[config.mk]
export PLATFORM = sky130hd
export DESIGN_NAME = mnfs_ctrl
export DESIGN_NICKNAME = d
export VERILOG_FILES = /design/src/hw/rtl/mnfs_pkg.sv /design/src/hw/rtl/mnfs_ctrl.sv
export SDC_FILE = /design/constraint.sdc
export NUM_CORES = 1
export LEC_CHECK = 0
export BUFFER_PORTS_ARGS = -buffer_cell sky130_fd_sc_hd__buf_2
export CAP_MARGIN = 40
export CORE_AREA = 5 5 94 61
export DETAILED_ROUTE_END_ITERATION = 10
export DIE_AREA = 0 0 99 66
export GPL_TIMING_DRIVEN = 0
export PLACE_DENSITY = 0.67
export SETUP_SLACK_MARGIN = 0.02
export SLEW_MARGIN = 0
export SYNTH_ARGS = -nofsm -noshare
export SYNTH_HDL_FRONTEND = slang
export SYNTH_SLANG_ARGS = --single-unit
[constraint.sdc]
create_clock -name clock -period 4.1 [get_ports clock]
set_input_delay 0.82 -clock clock [delete_from_list [all_inputs] [get_ports clock]]
set_output_delay 0.82 -clock clock [all_outputs]
set_load 0.01 [all_outputs]
[src/hw/rtl/mnfs_pkg.sv]
// Shared constants and control structs for the minimax nearest-feature selector.
`timescale 1ns / 1ps

package mnfs_pkg;

   localparam int MAX_BLOCKS_DEF   = 256;
   localparam int NUM_FEATURES_DEF = 16;

   localparam int FEATURE_W   = 16;
   localparam int INDEX_W     = 8;
   localparam int DISTANCE_W  = 8;
   localparam int CSR_DATA_W  = 32;
   localparam int CSR_ADDR_W  = 3;

   localparam logic CSR_REQUIRED_MASK = 1'b0;

   typedef struct packed {
      logic load;        // store one block beat
      logic last;        // this beat closes the row
      logic pass_start;  // clear scan state before a pass
      logic issue;       // read one row entry
      logic bwd;         // entry belongs to the backward pass
      logic first;       // first required feature: old scores count as zero
      logic emit;        // present the result
      logic found;       // every required feature was present
      logic use_best;    // at least one feature was folded in
   } mnfs_cmd_type;

   typedef struct packed {
      logic seen;        // feature present somewhere in the row
   } mnfs_status_type;

endpackage

[src/hw/rtl/mnfs_ctrl.sv]
// Sequencer: walks the features and drives forward and backward passes over the row.
`timescale 1ns / 1ps

module mnfs_ctrl #(
   parameter int MAX_BLOCKS   = mnfs_pkg::MAX_BLOCKS_DEF,
   parameter int NUM_FEATURES = mnfs_pkg::NUM_FEATURES_DEF
) (
   input  logic                                  clock,
   input  logic                                  reset,
   input  logic                                  start,
   input  logic                                  last_block,
   input  logic [mnfs_pkg::FEATURE_W-1:0]        required_mask,
   input  logic [$clog2(MAX_BLOCKS+1)-1:0]       row_len,
   input  mnfs_pkg::mnfs_status_type             status,
   output mnfs_pkg::mnfs_cmd_type                cmd,
   output logic [((MAX_BLOCKS > 1) ? $clog2(MAX_BLOCKS) : 1)-1:0] rd_addr,
   output logic [((((NUM_FEATURES < mnfs_pkg::FEATURE_W) ? NUM_FEATURES
                    : mnfs_pkg::FEATURE_W) > 1)
                  ? $clog2((NUM_FEATURES < mnfs_pkg::FEATURE_W) ? NUM_FEATURES
                           : mnfs_pkg::FEATURE_W) : 1)-1:0] feat,
   output logic                                  busy
);

   localparam int AW  = (MAX_BLOCKS > 1) ? $clog2(MAX_BLOCKS) : 1;
   localparam int EFF = (NUM_FEATURES < mnfs_pkg::FEATURE_W) ? NUM_FEATURES
                        : mnfs_pkg::FEATURE_W;
   localparam int KW  = (EFF > 1) ? $clog2(EFF) : 1;

   typedef enum logic [6:0] {
      S_IDLE    = 7'b0000001,
      S_FEAT    = 7'b0000010,
      S_FWD     = 7'b0000100,
      S_FWD_END = 7'b0001000,
      S_CHK     = 7'b0010000,
      S_BWD     = 7'b0100000,
      S_BWD_END = 7'b1000000
   } state_type;

   state_type       state_ff, state_in;
   logic [KW-1:0]   k_ff, k_in;
   logic [AW-1:0]   addr_ff, addr_in;
   logic            any_ff, any_in;
   logic            found_ff, found_in;
   logic            done_ff, done_in;
   logic [AW-1:0]   last_addr;
   logic            k_last;

   assign last_addr = AW'(row_len - 1'b1);
   assign k_last    = (k_ff == KW'(EFF - 1));
   assign rd_addr   = addr_ff;
   assign feat      = k_ff;
   assign busy      = (state_ff != S_IDLE) || done_ff;

   always_comb begin
      state_in = state_ff;
      k_in     = k_ff;
      addr_in  = addr_ff;
      any_in   = any_ff;
      found_in = found_ff;
      done_in  = 1'b0;
      cmd      = '0;
      cmd.first    = !any_ff;
      cmd.found    = found_ff;
      cmd.use_best = any_ff;
      cmd.emit     = done_ff;
      unique case (state_ff)
         S_IDLE: begin
            if (start && !done_ff) begin
               cmd.load = 1'b1;
               cmd.last = last_block;
               if (last_block) begin
                  k_in     = '0;
                  any_in   = 1'b0;
                  state_in = S_FEAT;
               end
            end
         end
         S_FEAT: begin
            if (required_mask[k_ff]) begin
               cmd.pass_start = 1'b1;
               addr_in        = '0;
               state_in       = S_FWD;
            end else if (k_last) begin
               found_in = 1'b1;
               done_in  = 1'b1;
               state_in = S_IDLE;
            end else begin
               k_in = k_ff + 1'b1;
            end
         end
         S_FWD: begin
            cmd.issue = 1'b1;
            if (addr_ff == last_addr) begin
               state_in = S_FWD_END;
            end else begin
               addr_in = addr_ff + 1'b1;
            end
         end
         S_FWD_END: begin
            state_in = S_CHK;
         end
         S_CHK: begin
            // drop the search when the feature is absent from the row
            if (!status.seen) begin
               found_in = 1'b0;
               done_in  = 1'b1;
               state_in = S_IDLE;
            end else begin
               cmd.pass_start = 1'b1;
               addr_in        = last_addr;
               state_in       = S_BWD;
            end
         end
         S_BWD: begin
            cmd.issue = 1'b1;
            cmd.bwd   = 1'b1;
            if (addr_ff == '0) begin
               state_in = S_BWD_END;
            end else begin
               addr_in = addr_ff - 1'b1;
            end
         end
         S_BWD_END: begin
            any_in = 1'b1;
            if (k_last) begin
               found_in = 1'b1;
               done_in  = 1'b1;
               state_in = S_IDLE;
            end else begin
               k_in     = k_ff + 1'b1;
               state_in = S_FEAT;
            end
         end
         default: begin
            state_in = S_IDLE;
         end
      endcase
   end

   always_ff @(posedge clock) begin
      if (reset) begin
         state_ff <= S_IDLE;
         k_ff     <= '0;
         addr_ff  <= '0;
         any_ff   <= 1'b0;
         found_ff <= 1'b0;
         done_ff  <= 1'b0;
      end else begin
         state_ff <= state_in;
         k_ff     <= k_in;
         addr_ff  <= addr_in;
         any_ff   <= any_in;
         found_ff <= found_in;
         done_ff  <= done_in;
      end
   end

endmodule

Word level (Yosys, flattened, before mapping)
Cells that the tools add are included.
{"block": "totals", "regBits": 22, "inputBits": 30, "output_inout_bits": 22, "elab_cells": 86}
{"block": "classes", "add_sub_neg": 4, "n_lt_le_gt_ge": 1, "eq_ne": 21, "muxes": 39, "reduce_logical": 15}
{"op": "case mux 7 bit (7 select lines)", "n": 1}
{"op": "2-to-1 mux 7 bit", "n": 6}
{"op": "2-to-1 mux 8 bit", "n": 4}
{"op": "case mux 8 bit (4 select lines)", "n": 1}
{"op": "!= test 2 bit (second input constant)", "n": 10}
{"op": "2-to-1 mux 4 bit", "n": 4}
{"op": "subtractor 8 x 1 -> 8 bit (second input constant)", "n": 2}
{"op": "2-to-1 mux 1 bit", "n": 13}
{"op": "case mux 4 bit (3 select lines)", "n": 1}
{"op": "AND reduction 5 bit", "n": 2}
{"op": "adder 8 x 1 -> 8 bit (second input constant)", "n": 1}
{"op": "== test 8 bit", "n": 1}
{"op": "zero test 8 bit", "n": 1}
{"op": "== test 7 x 1 -> 1 bit (second input constant)", "n": 1}
{"op": "== test 7 x 2 -> 1 bit (second input constant)", "n": 1}
{"op": "== test 7 x 3 -> 1 bit (second input constant)", "n": 1}
{"op": "== test 7 x 4 -> 1 bit (second input constant)", "n": 1}
{"op": "== test 7 x 5 -> 1 bit (second input constant)", "n": 1}
{"op": "== test 7 x 6 -> 1 bit (second input constant)", "n": 1}
{"op": "== test 7 bit (second input constant)", "n": 1}
{"op": "!= test 7 x 1 -> 1 bit (second input constant)", "n": 1}
{"op": "2-to-1 mux 2 bit", "n": 3}
{"op": "2-to-1 mux 6 bit", "n": 1}
{"op": "case mux 1 bit (3 select lines)", "n": 2}
{"op": "other kinds (15)", "n": 19}

Longest topological paths before layout
Gate-level depths: netlist of the first run.
{"block": "depth", "ltp_word": 4, "ltp_mapped": 13}

Worst setup path before layout of the first run
No wires, ideal clock.
{"block": "synth_path", "kind": "register -> register", "from": "register state_ff[4]", "to": "register addr_ff[7] (netlist: rd_addr[7])", "t_arrival_ps": 3465, "required_time_ps": 4012, "setup_slack_ps": 547, "stages_incl_launch_ff": 13, "period_less_slack_ps": 3553, "cell_sequence": "dfxtp_1 > or4_1 > buf_2 > or3_1 > clkbuf_1 > inv_1 > ha_1 > and3_1 > a2111oi_0 > o21ai_0 > a32oi_1 > mux2i_1 > o31ai_1"}
{"block": "synth_between", "elab_chain_len": 3}
{"item": "start: declaration", "line": "mnfs_ctrl.sv:39", "text": "state_type state_ff, state_in;"}
{"item": "start signal: assignment", "line": "mnfs_ctrl.sv:149", "text": "state_ff <= state_in;"}
{"item": "== test 7 x 6 -> 1 bit (tied with other cells)", "line": "mnfs_ctrl.sv:66", "text": "unique case (state_ff)"}
{"item": "nonzero test 4 bit (no line) or != test 2 bit (tied branches)"}
{"item": "AND reduction 5 bit (no line)"}
{"item": "end signal: assignment", "line": "mnfs_ctrl.sv:151", "text": "addr_ff <= addr_in;"}
{"item": "end: declaration", "line": "mnfs_ctrl.sv:41", "text": "logic [AW-1:0] addr_ff, addr_in;"}
Several ways; a longest one is shown, not always the timed one.
A chain may end at the register's enable or synchronous reset.

Worst setup path in the final report of the first run
Ends and elaborated chain as after synthesis.

==> results.py, run 1 <==
metrics = {
    "status": {
        "status": "finished, final reports clean",
    },
    "sta": {
        "finalCritPeriodShare_pct": 93.6,
        "slew_headroom_pct": 50.3,
        "drv_slew": 0,
        "rsz0062_at_grt": "false",
        "fin_hold_ws_ns": 0.563,
        "finClkSkew_ns": 0.00475,
        "setup_slack_ns": 0.263,
        "worst_slew_pin_slew_ns": 0.737,
        "setup_viol": 0,
        "fmax_ghz": 0.261,
        "final.setup.tns_ns": 0,
        "min_period_ns": 3.84,
        "hold_viol_final": 0,
    },
    "flow_run": {
        "max_cap_violations": 0,
    },
    "min_path": {
        "hold_class": "flop to flop",
    },
    "drt": {
        "wl_per_cell_um": 16.9,
        "vias_per_cell": 5.72,
        "drtIter0Drc": 193,
        "vias": 2066,
        "final_antenna_net_count": 0,
        "drc_errors": 0,
        "first_pass_iters": 4,
        "drt_wl_total_um": 6090,
    },
    "place": {
        "dp.cells": 357,
        "detailed_place_hpwl_um": 4780,
        "dp_slack_ns": 0.385,
        "postPlaceCellArea_um2": 2380,
        "numPortBuffers": 48,
        "gp_congestion": 1.00,
    },
    "global_route": {
        "grtUsageTotal_pct": 18.9,
        "grt_max_degree": 14,
        "first_global_vias": 1958,
        "overflow": 0,
        "grt_antenna_before_repair": 0,
        "grt_pass1_wl_um": 9810,
    },
    "yosys": {
        "yosysSeqAreaShare_pct": 21.5,
        "syn_area_per_cell_um2": 8.47,
        "synth_area_um2": 2050,
        "synth.net_count": 281,
        "ys_warn_count": 0,
        "ys.flop_type": "dfxtp_1",
        "synth-edff-count": 0,
        "synth_cell_types": 57,
        "synthCells": 242,
        "synth_seq_cells": 22,
        "synth-async-reset-ratio_pct": 0,
    },
    "floorplan": {
        "die-area_um2": 6530,
        "rows": 20,
        "initial_core_util_pct": 42.5,
        "coreArea_um2": 4830,
        "die_w_um": 99,
        "io_pins": 52,
        "chipHeight_um": 66,
    },
    "layout": {
        "final_cell_mix": "buf_2, dfxtp_1, nor2_1",
        "post-route-util_pct": 50.7,
        "final_common_cell": "buf_2",
        "diodes": 0,
        "drive_gt1_share_pct": 24.7,
        "fin_nets": 335,
        "finalNonFillerCells": 361,
        "postLayoutCellArea_um2": 2450,
        "area_growth_pct": 19.4,
    },
    "critical_path": {
        "critPathBufInv": 4,
        "cp_slowest_cell": "or4_1",
        "crit_path_end_kind": "flop",
        "critPathMaxFanout": 10,
        "crit_path_max_incr_delay_ns": 0.50,
        "crit_required_ns": 4.28,
        "arrival_ns": 4.02,
        "path_delay_family": "simple AND/OR/NAND/NOR gates",
        "path_class": "flop to flop",
        "path_cells": "or4_1 -> buf_2 -> or3_1 -> clkbuf_1 -> inv_1 -> ha_1 -> and3_1 -> a2111oi_0 -> buf_1 -> o21ai_0 -> a32oi_1 -> mux2i_1 -> o31ai_1",
        "startpoint_type": "flop",
    },
    "clock_tree": {
        "post_cts_buffers": 0,
        "cts.sinks": 22,
        "cts_tree": "yes",
        "cts_inserted_buffers": 3,
        "htreeDepth": 1,
        "cts-resized-gates": 0,
        "insertion_delay_ns": 0.27,
        "clock_path_buffers": 2,
        "postCtsHoldBufs": 0,
        "clock-root-buffer": "clkbuf_8",
        "clkTransAtPathRegs_ns": 0.09,
    },
    "power_and_ir_drop": {
        "p_per_area_nw_per_um2": 242,
        "cellLeakagePower_nw": 1.10,
        "total_power_mw": 0.593,
        "ir_drop_uv": 122,
    },
}
## layout make-up
class / count / area (um2)
fillers: 466 / 2380
multi-input cells: 188 / 1470
flip-flops and latches: 22 / 440
repair buffers: 49 / 244
plain buffers: 18 / 88.8
well taps: 66 / 82.6
inverters: 14 / 52.6
clock buffers: 3 / 41.3
clock inverters: 1 / 30.0
## Yosys cell counts, drive strengths merged, types with 5 or more instances
| master | count | area [um2] |
|---|---|---|
| o211ai | 6 | 45.0 |
| nor3 | 11 | 60.1 |
| or3 | 6 | 37.5 |
| nor4 | 6 | 37.5 |
| xnor2 | 14 | 123 |
| nor2 | 16 | 60.1 |
| o21ai | 8 | 40.0 |
| nand2b | 5 | 31.3 |
| inv | 14 | 52.6 |
| and3 | 6 | 37.5 |
| nand2 | 10 | 37.5 |
| a21oi | 14 | 70.1 |
| dfxtp | 22 | 440 |
| clkbuf | 10 | 38.8 |
| buf | 8 | 50.1 |
| o22ai | 7 | 43.8 |
| or4 | 5 | 37.5 |
| ha | 8 | 100 |
## worst register-to-register path, delay by kind of cell (launching register included)
kind / cells / cell delay [ns]
buffers and inverters: 4 / 0.93
DFF: 1 / 0.37
muxes: 1 / 0.11
adders and majority gates: 1 / 0.36
and+or+nand+nor: 3 / 1.00
AOI/OAI and AO/OA: 4 / 0.98
## where the power goes
part / switching, mW / internal [mW] / leakage (nW)
logic: 0.0846 / 0.0723 / 0.884
clock network: 0.0766 / 0.131 / 0.0357
registers: 0.00906 / 0.220 / 0.178
## per-layer routing
layer	share of wire, %	global-route usage [%]	vias to the layer above
li1	-	-	1020
met1	52	29.4	971
met2	41	26.8	69
met3	7.2	3.79	6
met4	0.56	3.07	0
met5	0	0	-
## path summary, 6_finish.rpt
kind                                   end  cells past startpoint  slack, ns        start
worst max-delay path            rd_addr[7]                     13       0.26  state_ff[4]
worst min-delay path              found_ff                      2       0.56     found_ff
worst max register to register  rd_addr[7]                     13       0.26  state_ff[4]
worst min register to register    found_ff                      2       0.56     found_ff
## cell families after synthesis
| group | synth area share (%) |
|---|---|
| buf+inv | 6.89 |
| flops | 21.5 |
| simple gates | 24.9 |
| xor+xnor | 13.2 |
| mux | 6.89 |
| compound gates | 20.7 |
| fa+ha+maj | 5.86 |
## state kept, by name (all words and copies together), names as in the netlist
| register | flops |
|---|---|
| any_ff | 1 |
| done_ff | 1 |
| feat | 4 |
| found_ff | 1 |
| rd_addr | 8 |
| state_ff | 7 |
No activity file was read; power rests on OpenSTA's default activity.
==> run 2: changes to the inputs <==
- CAP_MARGIN: 40 -> 10
- CELL_PAD_IN_SITES_DETAIL_PLACEMENT: not set -> 1
- CELL_PAD_IN_SITES_GLOBAL_PLACEMENT: not set -> 1
- CORE_AREA: 5 5 94 61 -> 5 5 100 65
- DIE_AREA: 0 0 99 66 -> 0 0 105 70
- PLACE_DENSITY: 0.67 -> not set
- PLACE_DENSITY_LB_ADDON: not set -> 0.1
==> run 2 against run 1 <==
  * Combinational power hardly changed
  * Global-route usage shrank 0.37 points
  * Sequential share of layout area fell by 0.073 points
  * Wire length is 11% higher
  * Maximum frequency increased by 2.2%
  * Power is 0.34% higher
  * Clock power about the same
  * Clock skew increased by 0.0033 ns
  * Final area is 0.41% higher
  * Final cell count up 0.55%
  * Largest power group unchanged
  * Non-clock buffer count decreased by 1
  * Highest routed layer unchanged
==> results.py, run 2 (synthesis results as in run 1) <==
metrics = {
    "layout": {
        "num-fill-cells": 676,
        "multi_input_area_um2": 1480,
        "seq_area_um2": 440,
        "fin_nets": 334,
        "diodes": 0,
        "largest_reg_flops": 8,
        "post-route-util_pct": 45.4,
        "drive_gt1_share_pct": 25.5,
        "final_cell_mix": "buf_2, dfxtp_1, nor2_1",
        "finalNonFillerCells": 363,
        "area_growth_pct": 19.9,
        "final_common_cell": "buf_2",
    },
    "sta": {
        "finClkSkew_ns": 0.00808,
        "fmax_ghz": 0.266,
        "drv_slew": 0,
        "slew_headroom_pct": 49.9,
        "fin_hold_ws_ns": 0.533,
        "final.setup.tns_ns": 0,
        "setup_viol": 0,
        "finalCritPeriodShare_pct": 91.5,
        "rsz0062_at_grt": "false",
        "min_period_ns": 3.75,
        "worst_slew_pin_slew_ns": 0.743,
        "hold_viol_final": 0,
    },
    "clock_tree": {
        "clock-root-buffer": "clkbuf_8",
        "cts_inserted_buffers": 3,
        "cts.sinks": 22,
        "post_cts_buffers": 0,
        "clkTransAtPathRegs_ns": 0.09,
        "cts_tree": "yes",
        "htreeDepth": 1,
        "clock_path_buffers": 2,
        "insertion_delay_ns": 0.27,
        "postCtsHoldBufs": 0,
    },
    "critical_path": {
        "r2r_cells": 13,
        "startpoint": "state_ff[1]",
        "arrival_ns": 3.94,
        "cp_slowest_cell": "a2111oi_2",
        "r2r_end": "rd_addr[7]",
        "crit_path_max_incr_delay_ns": 0.53,
        "crit_path_end_kind": "flop",
        "critPathCapture": "rd_addr[7]",
        "path_class": "flop to flop",
        "crit_top_cell": "buf_2",
        "reg2reg_from": "state_ff[1]",
        "startpoint_type": "flop",
        "critPathMaxFanout": 10,
        "crit_required_ns": 4.29,
        "path_cells": "buf_2 -> or4_1 -> buf_2 -> or3_1 -> clkbuf_1 -> clkinvlp_4 -> ha_1 -> and3_1 -> a2111oi_2 -> o21ai_0 -> a32oi_1 -> mux2i_1 -> o31ai_1",
        "r2r_slack_ns": 0.35,
    },
    "global_route": {
        "grt_max_degree": 14,
        "grt_pass1_wl_um": 11100,
        "grtUsageTotal_pct": 18.6,
        "grt_antenna_before_repair": 0,
        "overflow": 0,
        "first_global_vias": 2102,
    },
    "drt": {
        "drc_errors": 0,
        "wl_per_cell_um": 18.6,
        "drtIter0Drc": 103,
        "final_antenna_net_count": 0,
        "vias": 2086,
        "first_pass_iters": 4,
        "drt_wl_total_um": 6760,
        "vias_per_cell": 5.75,
    },
    "flow_run": {
        "max_cap_violations": 0,
    },
    "floorplan": {
        "io_pins": 52,
        "rows": 21,
        "die-area_um2": 7350,
        "chipHeight_um": 70,
        "coreArea_um2": 5410,
        "initial_core_util_pct": 37.9,
        "die_w_um": 105,
    },
    "power_and_ir_drop": {
        "p_per_area_nw_per_um2": 242,
        "total_power_mw": 0.595,
        "cellLeakagePower_nw": 1.09,
        "ir_drop_uv": 124,
    },
    "place": {
        "gp_congestion": 0.831,
        "numPortBuffers": 48,
        "dp.cells": 359,
        "detailed_place_hpwl_um": 5480,
    },
    "status": {
        "status": "finished, final reports clean",
    },
    "min_path": {
        "hold_class": "flop to flop",
    },
}
-- run 2: cell count changes in the layout (fill, tap and decap cells not counted), sizes merged --
cell,previous run,this run
clkinvlp,0,1
buf,57,56
inv,14,13
-- run 2: worst max-delay path: cells and delay by family, from the launching register on --
kind	cells	cell delay (ns)
and+or+nand+nor	3	0.91
buffers and inverters	4	0.84
AOI/OAI and AO/OA	4	1.18
DFF	1	0.31
muxes	1	0.11
adders and majority gates	1	0.31
-- run 2: timing repair --
action | CTS | global route
cloned | 0 | 0
setup endpoints to repair | 1 | 1
resized for setup | 2 | 1
-- run 2: power breakdown --
group | leakage [nW] | switching, mW | total (mW) | internal (mW)
sequential | 0.178 | 0.0105 | 0.230 | 0.220
combinational | 0.875 | 0.0848 | 0.157 | 0.0721
clock | 0.0357 | 0.0771 | 0.208 | 0.131
-- run 2: how the worst min path moves through the flow --
stage	from	to	slack, ns	cells after the start
5_1_grt	found_ff	found_ff	0.60	2
6_report	found_ff	found_ff	0.53	2
4_1_cts	found_ff	found_ff	0.54	2
2_1_floorplan	found_ff	found_ff	0.45	2
3_5_place_dp	found_ff	found_ff	0.51	2
3_3_place_gp	found_ff	found_ff	0.51	2
-- run 2: final cells by class --
type,count,area share (%)
timing repair buffer,48,9.77
sequential,22,17.9
clock buffer,3,1.68
multi-input combinational,188,60.0
clock inverter,1,1.22
tap,69,3.51
buffer,18,3.61
inverter,14,2.29
-- run 2: per-stage QoR --
stage / instance area (um2) / worst slack, ns
6_report: 2460 / 0.347
3_3_place_gp: 2380 / -0.150
4_1_cts: 2450 / 0.213
5_1_grt: 2460 / 0.0473
2_1_floorplan: 2050 / 0.547
3_5_place_dp: 2380 / -0.195
-- run 2: routing by layer --
| layer | share of wire, % | track usage (%) |
|---|---|---|
| met1 | 54 | 30.2 |
| met2 | 39 | 25.7 |
| met3 | 5.8 | 3.04 |
| met4 | 0.43 | 2.13 |
| met5 | 0 | 0 |
